File: config.mk
export PLATFORM = sky130hd
export DESIGN_NAME = coalescing_work_queue
export DESIGN_NICKNAME = d
export VERILOG_FILES = /design/src/rtl/cwq_pkg.sv /design/src/rtl/coalescing_work_queue.sv /design/src/rtl/cwq_front.sv /design/src/rtl/cwq_back.sv
export SDC_FILE = /design/constraint.sdc
export NUM_CORES = 2
export LEC_CHECK = 0
export ABC_AREA = 1
export BUFFER_PORTS_ARGS = -buffer_cell sky130_fd_sc_hd__buf_2
export CAP_MARGIN = 20
export CORE_ASPECT_RATIO = 1.1
export CORE_MARGIN = 3
export CORE_UTILIZATION = 55
export CTS_CLUSTER_DIAMETER = 200
export DETAILED_ROUTE_END_ITERATION = 10
export PLACE_DENSITY = 0.79
export SYNTH_ARGS = -nofsm -noshare
export SYNTH_HDL_FRONTEND = slang
export SYNTH_SLANG_ARGS = --single-unit
File: constraint.sdc
create_clock -name clk_i -period 4.56 [get_ports clk_i]
set_clock_uncertainty 0.05 [all_clocks]
set_input_delay 0.228 -clock clk_i [delete_from_list [all_inputs] [get_ports clk_i]]
set_output_delay 0.228 -clock clk_i [all_outputs]
set_load 0.03 [all_outputs]
File: src/rtl/cwq_pkg.sv
// ----------------------------------------------------------------------------
// cwq_pkg: shared types and constants of the coalescing work queue
// Item count, field widths, operation codes and the command that travels
// from the front end to the execution back end.
// ----------------------------------------------------------------------------
`default_nettype none

package cwq_pkg;

  localparam int NUM_ITEMS = 16;                      // 2 .. 16
  localparam int CNT_W     = $clog2(NUM_ITEMS + 1);   // pending count
  localparam int ID_W      = 4;                       // work_id / run_id field
  localparam int PEND_W    = 5;                       // pending_total field
  localparam int CTR_W     = 32;                      // statistics counters
  localparam int CQ_DEPTH  = 2;                       // command queue entries
  localparam int CQ_PTR_W  = (CQ_DEPTH > 1) ? $clog2(CQ_DEPTH) : 1;
  localparam int CQ_CNT_W  = $clog2(CQ_DEPTH + 1);

  typedef enum logic [1:0] {
    OP_QUEUE  = 2'd0,
    OP_CANCEL = 2'd1,
    OP_DRAIN  = 2'd2,
    OP_NOP    = 2'd3
  } cwq_op_e;

  typedef struct packed {
    cwq_op_e               op;
    logic [ID_W-1:0]       id;
    logic [NUM_ITEMS-1:0]  id_oh;   // one-hot item select, zero when out of range
  } cwq_cmd_t;

endpackage

`default_nettype wire

File: src/rtl/coalescing_work_queue.sv
// ----------------------------------------------------------------------------
// coalescing_work_queue: deduplicating FIFO of work item numbers
// Queue, cancel and drain of pending work items with per-item run counts
// and queued / executed statistics.
// ----------------------------------------------------------------------------
//  channel | direction | handshake              | payload
//  --------+-----------+------------------------+-----------------------------
//  in      | input     | in_valid_i/in_ready_o  | opcode_i, work_id_i
//  out     | output    | out_valid_o/out_ready_i| run_valid_o .. last_o
//
//  Queue, cancel and the unused opcode each complete in a single back-end
//  step; a drain dispatches one pending item per step (a single step when
//  nothing is pending). The back end retires one step per cycle unless a
//  stalled output holds it; the two-entry command queue lets the input side
//  keep accepting until it fills while a drain or a stalled output holds.
//  A result passes the command queue and the output register in turn.
//  Reset clears pending bits, run counts and counters at once.
// ----------------------------------------------------------------------------
`default_nettype none

module coalescing_work_queue (
  input  wire logic                          clk_i,
  input  wire logic                          rst_ni,
  input  wire logic                          in_valid_i,
  output logic                               in_ready_o,
  input  wire logic [1:0]                    opcode_i,
  input  wire logic [cwq_pkg::ID_W-1:0]      work_id_i,
  output logic                               out_valid_o,
  input  wire logic                          out_ready_i,
  output logic                               run_valid_o,
  output logic [cwq_pkg::ID_W-1:0]           run_id_o,
  output logic                               changed_o,
  output logic [cwq_pkg::PEND_W-1:0]         pending_total_o,
  output logic [cwq_pkg::CTR_W-1:0]          item_runs_o,
  output logic [cwq_pkg::CTR_W-1:0]          queued_total_o,
  output logic [cwq_pkg::CTR_W-1:0]          executed_total_o,
  output logic                               last_o
);

  logic               cmd_valid;
  logic               cmd_pop;
  cwq_pkg::cwq_cmd_t  cmd;

  cwq_front u_front (
    .clk_i       (clk_i),
    .rst_ni      (rst_ni),
    .in_valid_i  (in_valid_i),
    .in_ready_o  (in_ready_o),
    .opcode_i    (opcode_i),
    .work_id_i   (work_id_i),
    .cmd_valid_o (cmd_valid),
    .cmd_o       (cmd),
    .cmd_pop_i   (cmd_pop)
  );

  cwq_back u_back (
    .clk_i            (clk_i),
    .rst_ni           (rst_ni),
    .cmd_valid_i      (cmd_valid),
    .cmd_i            (cmd),
    .cmd_pop_o        (cmd_pop),
    .out_valid_o      (out_valid_o),
    .out_ready_i      (out_ready_i),
    .run_valid_o      (run_valid_o),
    .run_id_o         (run_id_o),
    .changed_o        (changed_o),
    .pending_total_o  (pending_total_o),
    .item_runs_o      (item_runs_o),
    .queued_total_o   (queued_total_o),
    .executed_total_o (executed_total_o),
    .last_o           (last_o)
  );

endmodule

`default_nettype wire

File: src/rtl/cwq_front.sv
// ----------------------------------------------------------------------------
// cwq_front: input acceptance and command queue
// Decodes each input transaction into a command with a one-hot item select
// and holds it in a short queue until the back end retires it.
// ----------------------------------------------------------------------------
`default_nettype none

module cwq_front (
  input  wire logic                      clk_i,
  input  wire logic                      rst_ni,
  input  wire logic                      in_valid_i,
  output logic                           in_ready_o,
  input  wire logic [1:0]                opcode_i,
  input  wire logic [cwq_pkg::ID_W-1:0]  work_id_i,
  output logic                           cmd_valid_o,
  output cwq_pkg::cwq_cmd_t              cmd_o,
  input  wire logic                      cmd_pop_i
);

  cwq_pkg::cwq_cmd_t                     cq_q [cwq_pkg::CQ_DEPTH];
  cwq_pkg::cwq_cmd_t                     new_cmd;
  logic [cwq_pkg::CQ_PTR_W-1:0]          wr_ptr_q, rd_ptr_q;
  logic [cwq_pkg::CQ_CNT_W-1:0]          cnt_q;
  logic                                  push, pop;

  always_comb begin
    new_cmd.op    = cwq_pkg::cwq_op_e'(opcode_i);
    new_cmd.id    = work_id_i;
    for (int i = 0; i < cwq_pkg::NUM_ITEMS; i++) begin
      new_cmd.id_oh[i] = (int'(work_id_i) == i);
    end
  end

  assign in_ready_o  = (cnt_q != cwq_pkg::CQ_CNT_W'(cwq_pkg::CQ_DEPTH));
  assign cmd_valid_o = (cnt_q != '0);
  assign cmd_o       = cq_q[rd_ptr_q];
  assign push        = in_valid_i && in_ready_o;
  assign pop         = cmd_pop_i && cmd_valid_o;

  always_ff @(posedge clk_i or negedge rst_ni) begin
    if (!rst_ni) begin
      wr_ptr_q <= '0;
      rd_ptr_q <= '0;
      cnt_q    <= '0;
    end else begin
      if (push) begin
        wr_ptr_q <= (wr_ptr_q == cwq_pkg::CQ_PTR_W'(cwq_pkg::CQ_DEPTH - 1)) ?
                    '0 : wr_ptr_q + cwq_pkg::CQ_PTR_W'(1);
      end
      if (pop) begin
        rd_ptr_q <= (rd_ptr_q == cwq_pkg::CQ_PTR_W'(cwq_pkg::CQ_DEPTH - 1)) ?
                    '0 : rd_ptr_q + cwq_pkg::CQ_PTR_W'(1);
      end
      if (push && !pop) begin
        cnt_q <= cnt_q + cwq_pkg::CQ_CNT_W'(1);
      end else if (pop && !push) begin
        cnt_q <= cnt_q - cwq_pkg::CQ_CNT_W'(1);
      end
    end
  end

  always_ff @(posedge clk_i) begin
    if (push) begin
      cq_q[wr_ptr_q] <= new_cmd;
    end
  end

endmodule

`default_nettype wire

File: src/rtl/cwq_back.sv
// ----------------------------------------------------------------------------
// cwq_back: execution back end
// Holds pending bits, the order list, run counts and statistics; executes
// one command step per cycle into the output register unless the output
// stalls; a drain stays at the queue head and dispatches one item per step.
// ----------------------------------------------------------------------------
`default_nettype none

module cwq_back (
  input  wire logic                          clk_i,
  input  wire logic                          rst_ni,
  input  wire logic                          cmd_valid_i,
  input  wire cwq_pkg::cwq_cmd_t             cmd_i,
  output logic                               cmd_pop_o,
  output logic                               out_valid_o,
  input  wire logic                          out_ready_i,
  output logic                               run_valid_o,
  output logic [cwq_pkg::ID_W-1:0]           run_id_o,
  output logic                               changed_o,
  output logic [cwq_pkg::PEND_W-1:0]         pending_total_o,
  output logic [cwq_pkg::CTR_W-1:0]          item_runs_o,
  output logic [cwq_pkg::CTR_W-1:0]          queued_total_o,
  output logic [cwq_pkg::CTR_W-1:0]          executed_total_o,
  output logic                               last_o
);

  localparam int N = cwq_pkg::NUM_ITEMS;

  logic [N-1:0]                  pending_q, pending_d;
  logic [cwq_pkg::CNT_W-1:0]     count_q, count_d;
  logic [cwq_pkg::CTR_W-1:0]     queued_q, queued_d, executed_q, executed_d;
  logic [cwq_pkg::ID_W-1:0]      order_q [N];
  logic [cwq_pkg::ID_W-1:0]      order_up [N];
  logic [cwq_pkg::CTR_W-1:0]     runs_q [N];
  logic [cwq_pkg::CTR_W-1:0]     runs_sel;
  logic [N-1:0]                  match, cancel_mask, shift_mask, item_oh;
  logic                          pend_hit, load_tail, bump_item, adv;
  logic                          res_run_valid, res_changed, res_last;
  logic [cwq_pkg::ID_W-1:0]      res_run_id;
  logic [cwq_pkg::CTR_W-1:0]     res_runs;
  logic                          out_valid_q;

  assign adv       = cmd_valid_i && (!out_valid_q || out_ready_i);
  assign pend_hit  = |(pending_q & cmd_i.id_oh);
  assign cmd_pop_o = adv && res_last;

  // Locate the cancelled item among the live entries; compact from there up.
  always_comb begin
    for (int j = 0; j < N; j++) begin
      match[j]   = (order_q[j] == cmd_i.id) && (cwq_pkg::CNT_W'(j) < count_q);
      item_oh[j] = (int'(order_q[0]) == j);
    end
    for (int j = 0; j < N; j++) begin
      cancel_mask[j] = |(match & N'((N'(1) << j) - N'(1) | (N'(1) << j)));
    end
    for (int j = 0; j < N - 1; j++) begin
      order_up[j] = order_q[j + 1];
    end
    order_up[N-1] = order_q[N-1];
    runs_sel = '0;
    for (int j = 0; j < N; j++) begin
      runs_sel = runs_sel | (item_oh[j] ? runs_q[j] : '0);
    end
  end

  always_comb begin
    pending_d     = pending_q;
    count_d       = count_q;
    queued_d      = queued_q;
    executed_d    = executed_q;
    shift_mask    = '0;
    load_tail     = 1'b0;
    bump_item     = 1'b0;
    res_run_valid = 1'b0;
    res_run_id    = cmd_i.id;
    res_changed   = 1'b0;
    res_runs      = '0;
    res_last      = 1'b1;
    case (cmd_i.op)
      cwq_pkg::OP_QUEUE: begin
        if ((|cmd_i.id_oh) && !pend_hit && (count_q < cwq_pkg::CNT_W'(N))) begin
          pending_d   = pending_q | cmd_i.id_oh;
          count_d     = count_q + cwq_pkg::CNT_W'(1);
          queued_d    = queued_q + cwq_pkg::CTR_W'(1);
          load_tail   = 1'b1;
          res_changed = 1'b1;
        end
      end
      cwq_pkg::OP_CANCEL: begin
        if (pend_hit) begin
          pending_d   = pending_q & ~cmd_i.id_oh;
          shift_mask  = cancel_mask;
          res_changed = 1'b1;
          if (|match) begin
            count_d = count_q - cwq_pkg::CNT_W'(1);
          end
        end
      end
      cwq_pkg::OP_DRAIN: begin
        if (count_q == '0) begin
          res_run_id = '0;
        end else begin
          // Dispatch the oldest item; hold the command until the list empties.
          shift_mask    = '1;
          pending_d     = pending_q & ~item_oh;
          count_d       = count_q - cwq_pkg::CNT_W'(1);
          executed_d    = executed_q + cwq_pkg::CTR_W'(1);
          bump_item     = 1'b1;
          res_run_valid = 1'b1;
          res_run_id    = order_q[0];
          res_runs      = runs_sel + cwq_pkg::CTR_W'(1);
          res_last      = (count_q == cwq_pkg::CNT_W'(1));
        end
      end
      default: begin
      end
    endcase
  end

  always_ff @(posedge clk_i or negedge rst_ni) begin
    if (!rst_ni) begin
      pending_q   <= '0;
      count_q     <= '0;
      queued_q    <= '0;
      executed_q  <= '0;
      out_valid_q <= 1'b0;
      for (int j = 0; j < N; j++) begin
        runs_q[j] <= '0;
      end
    end else begin
      if (adv) begin
        pending_q   <= pending_d;
        count_q     <= count_d;
        queued_q    <= queued_d;
        executed_q  <= executed_d;
        out_valid_q <= 1'b1;
        for (int j = 0; j < N; j++) begin
          if (bump_item && item_oh[j]) begin
            runs_q[j] <= res_runs;
          end
        end
      end else if (out_ready_i) begin
        out_valid_q <= 1'b0;
      end
    end
  end

  always_ff @(posedge clk_i) begin
    if (adv) begin
      for (int j = 0; j < N; j++) begin
        if (load_tail && (cwq_pkg::CNT_W'(j) == count_q)) begin
          order_q[j] <= cmd_i.id;
        end else if (shift_mask[j]) begin
          order_q[j] <= order_up[j];
        end
      end
      run_valid_o      <= res_run_valid;
      run_id_o         <= res_run_id;
      changed_o        <= res_changed;
      pending_total_o  <= cwq_pkg::PEND_W'(count_d);
      item_runs_o      <= res_runs;
      queued_total_o   <= queued_d;
      executed_total_o <= executed_d;
      last_o           <= res_last;
    end
  end

  assign out_valid_o = out_valid_q;

endmodule

`default_nettype wire

==> metrics.md <==
| Metric | Value |
|---|---|
| Max Slew Vio Count | `0` |
| Final-report hold violation count | `0` |
| Clk slew on worst S/H paths | `60 ps` |
| DR WL/cell | `21.29 µm` |
| Core area | `0.07391 mm²` |
| Status | `completed` |
| Commonest cells post-synth | `nand2_1 (1953), dfrtp_1 (602), nand3_1 (549), o21ai_0 (488), inv_1 (392)` |
| CTS Buf Count | `85` |
| Final net count | `5414` |
| Share of layout cells above drive strength 1 | `9.041%` |
| PortBufs | `~120` |
| Peak supply drop | `0.0004401 V` |
| Flops & latches, synth | `between 800 and 900` |
| Warnings, synthesis | `0` |
| Net switching power | `~0.012 W` |
| N_diodes | `0` |
| Type of the most critical hold path | `input port to async pin` |
| Combinational Power Share | `35.4%` |
| GR Util All Layers | `roughly a third` |
| CP arrival | `4490 ps` |
| Synth-to-Final Area Change | `12.54%` |
| Post-CTS sizing | `0` |
| Fmax achieved | `about 0.24 GHz` |
| Cell area after layout | `0.04657 mm²` |
| Critical path type | `flip-flop to flip-flop` |
| WL final | `136600 µm` |
| Most frequent cell after synthesis | `nand2_1` |
| Switching Fraction | `40.51%` |
| CP max stage delay | `700 ps` |
| Crit path required time | `4820 ps` |
| Pin count of the biggest net entering global routing | `around 200` |
| DRT iter0 DRCs | `5152` |
| Family with the most delay on the worst path | `simple AND/OR/NAND/NOR gates` |
| Drc violations | `0` |
| Number of buffers and inverters on the critical path | `4` |
| HPWL after DPL | `86440 µm` |
| DR vias/cell | `5.908` |
| Routed vias | `approximately 38000` |
| Cell Chain, Critical Path | `nand2_2 > inv_2 > buf_12 > buf_4 > nand3_1 > nand2_1 > nor2_1 > nand2_1 > inv_1 > nand2_1 > nand2_1 > nor2_1 > nand2_1 > nor2_1 > nand2_1 > nand2_1 > nand2_1 > nor3_1` |
| ANT nets after route | `0` |
| Syn avg cell area | `~7.8 µm²` |
| Internal power | `0.01726 W` |
| Worst-Skew Late Latency | `650 ps` |
| Clk pwr share | `26.1%` |
| Worst r2r src | `u_back.order_q[0][0]$_DFFE_PP_` |
| Number of synthesized flops with an enable pin | `216` |
| Clk sink count | `818` |
| Setup crit end kind | `flip-flop` |
| Dominant synthesized flop cell | `dfrtp_1` |
| Max transition margin | `between 30 and 40%` |
| Least-Margin Pin Slew | `1016 ps` |
| DR pass1 iterations | `7` |
| Die width | `about 270 µm` |
| Setup TNS | `0 ps` |
| Die H | `approximately 300 µm` |
| Gpl congestion | `0.9572` |
| Flop pwr share | `38.5%` |
| Pleak | `22.96 nW` |
| Peak fanout along the critical path | `17` |
| Initial Util | `55.99%` |
| Grt ovf | `0` |
| Crit. Startpoint | `u_back.order_q[0][0]$_DFFE_PP_` |
| Min cycle time layout | `4230 ps` |
| Post-Syn Area | `0.04138 mm²` |
| CTS root buf | `clkbuf_16` |
| Final setup violation count | `0` |
| Crit-path slowest cell | `nor3_1` |
| Mapped Cells | `5317` |
| Top cells by area, synth | `dfrtp_1 (36%), nand2_1 (18%), edfxtp_1 (16%), nand3_1 (6.6%), o21ai_0 (5.9%)` |
| Critical Path Most Common Cell | `nand2_1` |
| RSZ-0062 raised after global routing | `false` |
| Synth Net Count | `approximately 5300` |
| Setup bufs post-CTS | `0` |
| Asr flop ratio synth | `about three quarters` |
| Post-synthesis sequential area ratio | `52.08%` |
| # IOs | `120` |
| Vias in the first global route | `36095` |
| First-pass GRT wire length | `209300 µm` |
| Max-cap viol count | `0` |
| Synth unique cells | `50` |
| Post-synth top area share | `36.40%` |
| TritonCTS clock tree | `done` |
| Placed cell area | `roughly 0.043 mm²` |
| Fin crit share | `92.77%` |
| Row cnt | `104` |
| Critical Path Start Type | `flip-flop` |
| Die Footprint | `slightly below 0.08 mm²` |
| Clock tree buffer depth | `3` |
| Initial antenna violation count | `1` |
| Power per cell area | `roughly 620 mW/mm²` |
| Synth area leader | `dfrtp_1` |
| Max H-tree Level | `3` |
[sequential cells by signal (all words and copies together), names as in the netlist]
signal and cells:
u_back.executed_q 32, u_front.cnt_q 2, u_front.rd_ptr_q 1, u_front.wr_ptr_q 1
u_back.run_valid_o 1, u_back.item_runs_o 32, u_back.order_q 64, u_back.run_id_o 4
u_back.out_valid_o 1, u_back.last_o 1, u_back.count_q 5, u_back.queued_q 32
u_back.changed_o 1, u_back.pending_q 16, u_back.executed_total_o 32, u_front.cq_q 44
u_back.pending_total_o 5, u_back.queued_total_o 32, u_back.runs_q 512
[final timing paths]
path,endpoint,slack [ps],cells past startpoint
setup / recovery,u_back.item_runs_o[25]$_DFFE_PP_,330,18
hold / removal,u_back.runs_q[70]$_DFFE_PN0P_,200,2
setup reg to reg,u_back.item_runs_o[25]$_DFFE_PP_,330,18
hold reg to reg,u_back.runs_q[403]$_DFFE_PN0P_,430,2
max in group asynchronous,u_back.runs_q[197]$_DFFE_PN0P_,3090,3
min in group clk_i,u_back.out_valid_o$_DFFE_PN0P_,290,3
[power by group through the flow]
stage / Combinational, W / Sequential [W] / Clock [W]
after CTS: 0.0101 / 0.0111 / 0.00763
final: 0.0103 / 0.0112 / 0.00758
after detailed placement: 0.0100 / 0.0112 / 0
after global routing: 0.0113 / 0.0114 / 0.00793
after floorplan: 0.00590 / 0.0118 / 0
after global placement: 0.00980 / 0.0112 / 0
[cells by family after synthesis]
group / Yosys count / share of synthesized area, %
xor+xnor: 91 / 1.926
fa+ha+maj: 13 / 0.3931
compound gates: 582 / 7.353
buf+inv: 695 / 6.815
flops: 818 / 52.08
simple gates: 3118 / 31.44
[layout by cell type (no fill, tap or decap), types with 16 or more instances in the layout]
master | synthesis | layout
a21oi_1 | 38 | 37
buf_12 | 0 | 24
buf_2 | 59 | 118
buf_4 | 32 | 122
clkbuf_16 | 0 | 88
clkinv_2 | 0 | 17
dfrtp_1 | 602 | 602
edfxtp_1 | 216 | 216
inv_1 | 392 | 382
inv_2 | 6 | 20
nand2_1 | 1953 | 1953
nand3_1 | 549 | 546
nand4_1 | 117 | 117
nor2_1 | 381 | 372
nor2_2 | 12 | 16
nor3_1 | 47 | 40
o21ai_0 | 488 | 488
xor2_1 | 76 | 76
[per-stage QoR]
| stage | utilization (%) | hold slack, ps | setup WS, ps | cells | total power [W] |
|---|---|---|---|---|---|
| floorplan | - | -117.6 | 1109 | 5317 | 0.01775 |
| global placement | 58.67 | 285.5 | 662.5 | 6245 | 0.02098 |
| detailed placement | 58.72 | 280.4 | 611.0 | 6247 | 0.02126 |
| CTS | 62.96 | 211.3 | 598.4 | 6416 | 0.02886 |
| global route | 63.01 | 263.8 | 170.9 | 6418 | 0.03055 |
| finish | 63.01 | 197.8 | 329.7 | 6418 | 0.02902 |
[per-layer routing]
layer	up-vias	share of wire [%]	track usage, %
met5	-	0.013	0
met4	2	5.7	18.45
met3	534	11	6.974
met2	2308	46	54.78
met1	17729	38	45.39
li1	17345	-	-
[timing repair]
item	CTS	global route
hold endpoints to repair	99	0
hold buffers	9	0
endpoints found under the setup margin	0	0
[final cells by class]
type,instances,area (µm²)
sequential,818,21550
fill,6302,27340
inverter,406,1524
clock buffer,109,2371
clock inverter,51,665.6
timing repair buffer,276,2135
multi-input combinational,3804,17130
tap,954,1194
Note: power is estimated with default switching activity, not from simulation.
